## src/rtl/core/bfbi_pkg.sv

```systemverilog
`default_nettype none

package bfbi_pkg;

  // Default sizes of the buffer and of the widest field.
  localparam int BUFFER_BYTES_DEF   = 256;
  localparam int MAX_FIELD_BITS_DEF = 64;

  // Fixed widths of the interface.
  localparam int SRC_BITS      = 64;
  localparam int BYTE_BITS     = 8;
  localparam int LIMIT_BITS    = 9;
  localparam int OFFSET_BITS   = 11;
  localparam int FWIDTH_BITS   = 7;
  localparam int WINDOW_BITS   = SRC_BITS + BYTE_BITS;
  localparam int BYTE_CNT_BITS = 4;

  // Reset value of the bytes-in-use register before clamping to the store size.
  localparam int BYTES_IN_USE_RST = 256;

  // Operation codes.
  typedef enum logic [1:0] {
    OP_WR_BYTE = 2'd0,
    OP_RD_BYTE = 2'd1,
    OP_INSERT  = 2'd2
  } op_e;

  // Sequencer states.
  typedef enum logic [2:0] {
    ST_IDLE,
    ST_READ,
    ST_PREP,
    ST_RMW,
    ST_DRAIN
  } state_e;

endpackage

`default_nettype wire

```

## src/rtl/core/bit_field_buffer_insert_top.sv

```systemverilog
// Byte write: busy stays low.
// Byte read: the result beat comes in the cycle after the item is taken.
// Field insert: busy in PREP, RMW and DRAIN, k = 1..9 bytes touched, one read-modify-write
// per cycle through the single write port and registered read port of the byte store.
// Reset clears the control state and sets bytes_in_use to 256 (at most the store size);
// the byte store is not cleared. Result beats cannot be stalled by the receiver.
`default_nettype none

module bit_field_buffer_insert_top
  import bfbi_pkg::*;
#(
  parameter int BUFFER_BYTES   = BUFFER_BYTES_DEF,
  parameter int MAX_FIELD_BITS = MAX_FIELD_BITS_DEF
) (
  input  wire logic                   clk_i,
  input  wire logic                   rst_ni,
  input  wire logic                   start,
  output logic                        busy,
  input  wire logic [1:0]             op_i,
  input  wire logic [7:0]             byte_index_i,
  input  wire logic [BYTE_BITS-1:0]   byte_data_i,
  input  wire logic [OFFSET_BITS-1:0] dst_offset_i,
  input  wire logic [FWIDTH_BITS-1:0] dst_width_i,
  input  wire logic [SRC_BITS-1:0]    field_value_i,
  input  wire logic [FWIDTH_BITS-1:0] value_width_i,
  output logic      [BYTE_BITS-1:0]   read_data_o,
  output logic                        read_valid_o,
  input  wire logic                   psel,
  input  wire logic                   penable,
  input  wire logic                   pwrite,
  input  wire logic [2:0]             paddr,
  input  wire logic [31:0]            pwdata,
  output logic      [31:0]            prdata,
  output logic                        pready
);

  localparam int Aw      = $clog2(BUFFER_BYTES);
  localparam int RstUsed = (BUFFER_BYTES < BYTES_IN_USE_RST) ? BUFFER_BYTES
                                                              : BYTES_IN_USE_RST;

  logic [LIMIT_BITS-1:0] bytes_in_use_q, lim;
  logic                  cfg_wr;
  logic                  mem_we;
  logic [Aw-1:0]         mem_waddr, mem_raddr;
  logic [BYTE_BITS-1:0]  mem_wdata, mem_rdata;

  // Configuration register, word 0 only.
  assign pready = 1'b1;
  assign cfg_wr = psel && penable && pwrite && pready && (paddr[2] == 1'b0);

  always_ff @(posedge clk_i or negedge rst_ni) begin
    if (!rst_ni) begin
      bytes_in_use_q <= LIMIT_BITS'(RstUsed);
    end else if (cfg_wr) begin
      bytes_in_use_q <= pwdata[LIMIT_BITS-1:0];
    end
  end

  assign prdata = (paddr[2] == 1'b0) ? {23'b0, bytes_in_use_q} : '0;

  // Bytes actually in use never exceed the store.
  assign lim = (32'(bytes_in_use_q) > BUFFER_BYTES) ? LIMIT_BITS'(BUFFER_BYTES)
                                                    : bytes_in_use_q;

  bfbi_seq #(
    .MaxFieldBits(MAX_FIELD_BITS),
    .Aw          (Aw)
  ) u_seq (
    .clk_i,
    .rst_ni,
    .start,
    .busy,
    .op_i,
    .byte_index_i,
    .byte_data_i,
    .dst_offset_i,
    .dst_width_i,
    .field_value_i,
    .value_width_i,
    .lim_i      (lim),
    .read_data_o,
    .read_valid_o,
    .mem_we_o   (mem_we),
    .mem_waddr_o(mem_waddr),
    .mem_wdata_o(mem_wdata),
    .mem_raddr_o(mem_raddr),
    .mem_rdata_i(mem_rdata)
  );

  bfbi_mem #(
    .Depth(BUFFER_BYTES),
    .Aw   (Aw)
  ) u_mem (
    .clk_i,
    .we_i   (mem_we),
    .waddr_i(mem_waddr),
    .wdata_i(mem_wdata),
    .raddr_i(mem_raddr),
    .rdata_o(mem_rdata)
  );

endmodule

`default_nettype wire

```

## src/rtl/core/bfbi_mem.sv

```systemverilog
`default_nettype none

module bfbi_mem
  import bfbi_pkg::*;
#(
  parameter int Depth = BUFFER_BYTES_DEF,
  parameter int Aw    = $clog2(BUFFER_BYTES_DEF)
) (
  input  wire logic                 clk_i,
  input  wire logic                 we_i,
  input  wire logic [Aw-1:0]        waddr_i,
  input  wire logic [BYTE_BITS-1:0] wdata_i,
  input  wire logic [Aw-1:0]        raddr_i,
  output logic      [BYTE_BITS-1:0] rdata_o
);

  logic [BYTE_BITS-1:0] mem_q [Depth];
  logic [BYTE_BITS-1:0] rdata_q;

  // One write port and one registered read port.
  always_ff @(posedge clk_i) begin
    if (we_i) begin
      mem_q[waddr_i] <= wdata_i;
    end
    rdata_q <= mem_q[raddr_i];
  end

  assign rdata_o = rdata_q;

endmodule

`default_nettype wire

```

## src/rtl/core/bfbi_seq.sv

```systemverilog
`default_nettype none

module bfbi_seq
  import bfbi_pkg::*;
#(
  parameter int MaxFieldBits = MAX_FIELD_BITS_DEF,
  parameter int Aw           = $clog2(BUFFER_BYTES_DEF)
) (
  input  wire logic                   clk_i,
  input  wire logic                   rst_ni,
  input  wire logic                   start,
  output logic                        busy,
  input  wire logic [1:0]             op_i,
  input  wire logic [7:0]             byte_index_i,
  input  wire logic [BYTE_BITS-1:0]   byte_data_i,
  input  wire logic [OFFSET_BITS-1:0] dst_offset_i,
  input  wire logic [FWIDTH_BITS-1:0] dst_width_i,
  input  wire logic [SRC_BITS-1:0]    field_value_i,
  input  wire logic [FWIDTH_BITS-1:0] value_width_i,
  input  wire logic [LIMIT_BITS-1:0]  lim_i,
  output logic      [BYTE_BITS-1:0]   read_data_o,
  output logic                        read_valid_o,
  output logic                        mem_we_o,
  output logic      [Aw-1:0]          mem_waddr_o,
  output logic      [BYTE_BITS-1:0]   mem_wdata_o,
  output logic      [Aw-1:0]          mem_raddr_o,
  input  wire logic [BYTE_BITS-1:0]   mem_rdata_i
);

  state_e state_q, state_d;
  op_e    op;
  logic   accept;
  logic   idx_ok;

  logic [FWIDTH_BITS-1:0] fw_sat, vw_sat, n_len;

  // Registered item and walking window.
  logic                     rd_ok_q;
  logic [OFFSET_BITS-1:0]   off_q;
  logic [FWIDTH_BITS-1:0]   n_q, vw_q;
  logic [SRC_BITS-1:0]      val_q;
  logic [WINDOW_BITS-1:0]   win_q, msk_q, win_d, msk_d;
  logic [BYTE_CNT_BITS-1:0] cnt_q, last_q, last_d;
  logic [SRC_BITS-1:0]      aligned, top_mask;
  logic [LIMIT_BITS-1:0]    cur_idx;

  // Write-back stage of the read-modify-write.
  logic                 stg_vld_q, stg_ok_q;
  logic [Aw-1:0]        stg_addr_q;
  logic [BYTE_BITS-1:0] stg_bits_q, stg_msk_q;

  assign op     = op_e'(op_i);
  assign busy   = (state_q != ST_IDLE);
  assign accept = start && !busy;
  assign idx_ok = ({1'b0, byte_index_i} < lim_i);

  // Saturate both widths; the field length is the smaller one.
  always_comb begin
    fw_sat = (dst_width_i > FWIDTH_BITS'(MaxFieldBits)) ? FWIDTH_BITS'(MaxFieldBits)
                                                        : dst_width_i;
    vw_sat = (value_width_i > FWIDTH_BITS'(SRC_BITS)) ? FWIDTH_BITS'(SRC_BITS)
                                                      : value_width_i;
    n_len  = (fw_sat < vw_sat) ? fw_sat : vw_sat;
  end

  // Left-align the field bits and place them at the bit offset within the first byte.
  always_comb begin
    aligned  = val_q << (FWIDTH_BITS'(SRC_BITS) - vw_q);
    top_mask = ~({SRC_BITS{1'b1}} >> n_q);
    win_d    = {aligned & top_mask, {BYTE_BITS{1'b0}}} >> off_q[2:0];
    msk_d    = {top_mask, {BYTE_BITS{1'b0}}} >> off_q[2:0];
    last_d   = BYTE_CNT_BITS'(({4'b0, off_q[2:0]} + n_q - 7'd1) >> 3);
  end

  assign cur_idx = {1'b0, off_q[OFFSET_BITS-1:3]} + {5'b0, cnt_q};

  // State register.
  always_ff @(posedge clk_i or negedge rst_ni) begin
    if (!rst_ni) begin
      state_q   <= ST_IDLE;
      stg_vld_q <= 1'b0;
    end else begin
      state_q   <= state_d;
      stg_vld_q <= (state_q == ST_RMW);
    end
  end

  // Next state.
  always_comb begin
    state_d = state_q;
    case (state_q)
      ST_IDLE: begin
        if (accept) begin
          case (op)
            OP_RD_BYTE: state_d = ST_READ;
            OP_INSERT:  state_d = (n_len != '0) ? ST_PREP : ST_IDLE;
            default:    state_d = ST_IDLE;
          endcase
        end
      end
      ST_READ:  state_d = ST_IDLE;
      ST_PREP:  state_d = ST_RMW;
      ST_RMW:   state_d = (cnt_q == last_q) ? ST_DRAIN : ST_RMW;
      ST_DRAIN: state_d = ST_IDLE;
      default:  state_d = ST_IDLE;
    endcase
  end

  // Datapath registers.
  always_ff @(posedge clk_i) begin
    if (accept) begin
      rd_ok_q <= idx_ok;
      off_q   <= dst_offset_i;
      n_q     <= n_len;
      vw_q    <= vw_sat;
      val_q   <= field_value_i;
    end
    if (state_q == ST_PREP) begin
      win_q  <= win_d;
      msk_q  <= msk_d;
      last_q <= last_d;
      cnt_q  <= '0;
    end else if (state_q == ST_RMW) begin
      win_q      <= win_q << BYTE_BITS;
      msk_q      <= msk_q << BYTE_BITS;
      cnt_q      <= cnt_q + 1'b1;
      stg_addr_q <= Aw'(cur_idx);
      stg_bits_q <= win_q[WINDOW_BITS-1 -: BYTE_BITS];
      stg_msk_q  <= msk_q[WINDOW_BITS-1 -: BYTE_BITS];
      stg_ok_q   <= (cur_idx < lim_i);
    end
  end

  // Memory ports: merged write-back during an insert, else a direct byte write.
  always_comb begin
    mem_we_o    = 1'b0;
    mem_waddr_o = Aw'(byte_index_i);
    mem_wdata_o = byte_data_i;
    if (stg_vld_q) begin
      mem_we_o    = stg_ok_q;
      mem_waddr_o = stg_addr_q;
      mem_wdata_o = (mem_rdata_i & ~stg_msk_q) | (stg_bits_q & stg_msk_q);
    end else if (accept && (op == OP_WR_BYTE)) begin
      mem_we_o = idx_ok;
    end
    mem_raddr_o = (state_q == ST_RMW) ? Aw'(cur_idx) : Aw'(byte_index_i);
  end

  // Result beat for a byte read.
  assign read_valid_o = (state_q == ST_READ);
  assign read_data_o  = rd_ok_q ? mem_rdata_i : '0;

  // A result beat lasts exactly one cycle.
  a_beat_single : assert property (@(posedge clk_i) disable iff (!rst_ni)
    read_valid_o |=> !read_valid_o)
    else $error("result beat held for more than one cycle");

  // An accepted byte read produces its beat in the next cycle.
  a_read_beat : assert property (@(posedge clk_i) disable iff (!rst_ni)
    (accept && (op == OP_RD_BYTE)) |=> read_valid_o)
    else $error("byte read without a result beat");

  // The byte walk never passes the last touched byte.
  a_cnt_bound : assert property (@(posedge clk_i) disable iff (!rst_ni)
    (state_q == ST_RMW) |-> (cnt_q <= last_q))
    else $error("insert walked past its last byte");

  // The write-back stage is only live in the cycle after a walk step.
  a_stage : assert property (@(posedge clk_i) disable iff (!rst_ni)
    stg_vld_q |-> ((state_q == ST_RMW) || (state_q == ST_DRAIN)))
    else $error("write-back stage outside an insert");

endmodule

`default_nettype wire

```

## config.mk

```make
export PLATFORM = sky130hd
export DESIGN_NAME = bit_field_buffer_insert_top
export DESIGN_NICKNAME = d
export VERILOG_FILES = /design/src/rtl/core/bfbi_pkg.sv /design/src/rtl/core/bit_field_buffer_insert_top.sv /design/src/rtl/core/bfbi_mem.sv /design/src/rtl/core/bfbi_seq.sv
export SDC_FILE = /design/constraint.sdc
export NUM_CORES = 2
export LEC_CHECK = 0
export BUFFER_PORTS_ARGS = -buffer_cell sky130_fd_sc_hd__clkbuf_2
export CAP_MARGIN = 20
export CORE_MARGIN = 2
export CORE_UTILIZATION = 35
export CTS_CLUSTER_DIAMETER = 60
export DETAILED_ROUTE_END_ITERATION = 6
export GPL_ROUTABILITY_DRIVEN = 0
export PLACE_DENSITY = 0.56
export SLEW_MARGIN = 5
export SYNTH_ARGS = -nofsm -noshare
export SYNTH_HDL_FRONTEND = slang
export SYNTH_SLANG_ARGS = --single-unit
```

## constraint.sdc

```tcl
create_clock -name clk_i -period 30.9 [get_ports clk_i]
set_input_delay 0 -clock clk_i [delete_from_list [all_inputs] [get_ports clk_i]]
set_output_delay 0 -clock clk_i [all_outputs]
set_load 0.02 [all_outputs]
```

==> impl_metrics.ini <==
[pwr]
p_leak_nw = 38.50
peakVddDrop_mv = 0.07289
report.power.total_mw = 10.76
powerDensity_nw_per_um2 = 91.06

[cells_and_area]
num-fill-cells = 25970
syn_to_final_growth_pct = 16.10
mostFrequentLayoutCell = edfxtp_1
fin_nets = 6974
mostFrequentLayoutCells = edfxtp_1 (2309), nand2_1 (630), mux4_2 (562)
fin_cells = 10870
drive_gt1_frac = 0.2318
seq_area_um2 = 69900
multi_input_area_um2 = 29760

[drt]
remaining_drc_errors = 0
wl_met1_mm = 125.9
vias_per_cell = 5.636
routedWlPerCell_um = 26.95
dr_wl_met2_mm = 132.6
ant_nets = 0
drt_iter0_drc = 7817
met3_length_mm = 23.80
vias = 61260
top_layer = met5
first_pass_iters = 6
wirelength_mm = 292.9

[floorplanning]
io_pins = 191
start_util = 0.3526
die_x_um = 543.2
core-area_um2 = 288600
dieArea_um2 = 295100
rows = 197
die_h_um = 543.2

[clock_network]
cts_post_setup_buffers_inserted = 0
cts_tree = done
clk_path_buf_depth = 4
ctsHtreeMaxLevel = 4
clk_pin_slew_ns = 0.06
cts_inserted_buffers = 242
cts.sinks = 2334
post_cts_resized = 0
cts-root-buf = clkbuf_16
hold_buffers = 208
worst_skew_pair.late_latency_ns = 0.90

[grt]
grt_max_degree = 174
antenna_found_initial = 27
grt.overflow.total = 0
grt_pass1_vias = 60340
grt_pass1_wl_mm = 424.7
grt_usage = 0.1944

[synthesis]
syn_inst = 6244
yosysTopAreaCell = edfxtp_1
synth_ff_type = edfxtp_1
syn_avg_cell_area_um2 = 16.30
yosys.area.top_type_share = 0.6813
synth_edf_count = 2309
ys_ff_latch = 2334
synthArstFlopShare = 0.005570
yosys.cell_types.count = 105
syn_area_um2 = 101800
yosysSeqAreaShare = 0.6869
synth_area_leaders = edfxtp_1 (68%), mux4_2 (12%), nand2_1 (2.4%), mux2i_1 (1.9%), nor3_1 (1.6%)
synth_warnings = 0

[sta]
tightest_slew_ns = 1.254
setup_tns_ns = 0
max_slew_margin = 0.1561
setup_viol = 0
fin_skew_ns = 0.07089
fmax_mhz = 149.5
rsz0062_at_grt = false
final-hold-violation-count = 0
period_needed_ns = 6.689
final_max_slew_viol_count = 0
period_share = 0.2165

[placed_design]
dp.cells = 10210
hpwl_mm = 181.9
io_buffer_count = 141

[hold_path]
hold_path.class = input port to flip-flop
min-delay-start = byte_data_i[0]

[critical_path]
cp-start-kind = flip-flop
cp.arrival_ns = 7.45
worstReg2RegStart = u_seq.state_q[2]
cp_max_fo = 96
end_kind = flip-flop
cp_data_required_time_ns = 31.66
critPathKind = flip-flop to flip-flop
setup.worst_path.start = u_seq.state_q[2]
rrSetupSlack_ns = 24.21

[run_status]
status = completed

[flow_run]
maxCapViolCount = 0
where the power goes:
| group | total (mW) | internal [mW] | switching (mW) |
|---|---|---|---|
| logic | 3.74 | 1.22 | 2.52 |
| registers | 4.24 | 4.14 | 0.107 |
| clock network | 2.77 | 1.57 | 1.20 |
cell families (layout without fill, tap and decap cells):
group,Yosys count,count (layout),share of synthesized area
DFF,2334,2334,0.6869
and+or+nand+nor,1546,1546,0.06867
AOI/OAI and AO/OA,913,913,0.05740
muxes,864,864,0.1555
buffers and inverters,524,1239,0.02450
adders and majority gates,39,39,0.004869
xor gates and xnor gates,22,22,0.002041
other,2,31,0.00007380
path summary, 6_finish.rpt:
| path | end | depth (start not counted) |
|---|---|---|
| min | u_mem.mem_q[62][0] | 4 |
| max reg2reg | u_mem.rdata_o[6] | 13 |
| max in group asynchronous | u_seq.stg_vld_q | 3 |
| max | u_mem.rdata_o[6] | 13 |
| min reg2reg | u_seq.stg_msk_q[0] | 0 |
| min in group asynchronous | bytes_in_use_q[5] | 3 |
Yosys cell counts, types with 9 or more instances:
master	count
a211oi_1	23
a21o_1	20
a21oi_1	260
a221o_1	18
a22o_1	9
a22oi_1	17
a311oi_1	12
a31oi_1	51
a32oi_1	14
and2_1	26
and3_1	20
buf_1	58
buf_2	100
buf_4	60
buf_6	22
clkbuf_1	227
dfrtp_1	12
dfxtp_1	12
edfxtp_1	2309
ha_1	38
inv_1	47
mux2_2	104
mux2i_1	192
mux4_2	562
nand2_1	647
nand2b_1	22
nand3_1	87
nand4_1	28
nor2_1	260
nor2b_1	25
nor3_1	322
nor4_1	45
o211ai_1	40
o21a_1	13
o21ai_0	192
o21ai_1	26
o221ai_1	12
o22a_1	10
o22ai_1	73
o31a_1	10
o32ai_1	23
or3_1	14
or4_1	13
xor2_1	14
metal layers:
metal  vias to the layer above  track usage
li1                      26130            -
met1                     31600       0.2796
met2                      2946       0.2973
met3                       566      0.03525
met4                         6      0.06409
met5                         -            0
cell type report:
cell class | count | share of cell area
sequential | 2334 | 0.5917
tap | 3880 | 0.04109
multi-input combinational | 3408 | 0.2519
timing repair buffer | 745 | 0.05039
inverter | 56 | 0.001832
antenna | 7 | 0.0001483
clock buffer | 308 | 0.05468
clock inverter | 130 | 0.008345
through the flow:
step | hold WS, ns | utilization | cell area [um2] | setup slack (ns)
final | 0.002262 | 0.4093 | 118100 | 24.21
after global routing | 0.08297 | 0.4093 | 118100 | 23.71
after CTS | 0.001470 | 0.4091 | 118100 | 23.91
after detailed placement | -0.06056 | 0.3761 | 108500 | 23.88
after global placement | -0.07242 | 0.3753 | 108300 | 23.87
after floorplan | -0.2956 | - | 101800 | 21.11
worst max-delay path, stage by stage (launching register included):
cell	delay [ns]
dfrtp_1	0.39
nand2b_2	0.25
inv_6	0.52
a21oi_2	0.16
a21oi_4	0.65
buf_12	0.55
buf_4	0.66
buf_12	0.64
mux4_2	0.60
mux2i_1	0.34
o22ai_1	0.15
nor3_1	0.76
o22ai_1	0.31
or3_1	0.36
state kept, by name (all words and copies together) (netlist names), 4 cells and up:
register / cells
u_seq.stg_addr_q: 8
u_mem.rdata_o: 8
u_seq.win_q: 71
u_seq.n_q: 7
u_seq.val_q: 64
bytes_in_use_q: 9
u_seq.vw_q: 7
u_seq.last_q: 4
u_seq.off_q: 11
u_seq.cnt_q: 4
u_seq.msk_q: 71
u_seq.stg_bits_q: 8
u_seq.stg_msk_q: 8
u_mem.mem_q: 2048
Power figures use the tool's default switching activity.
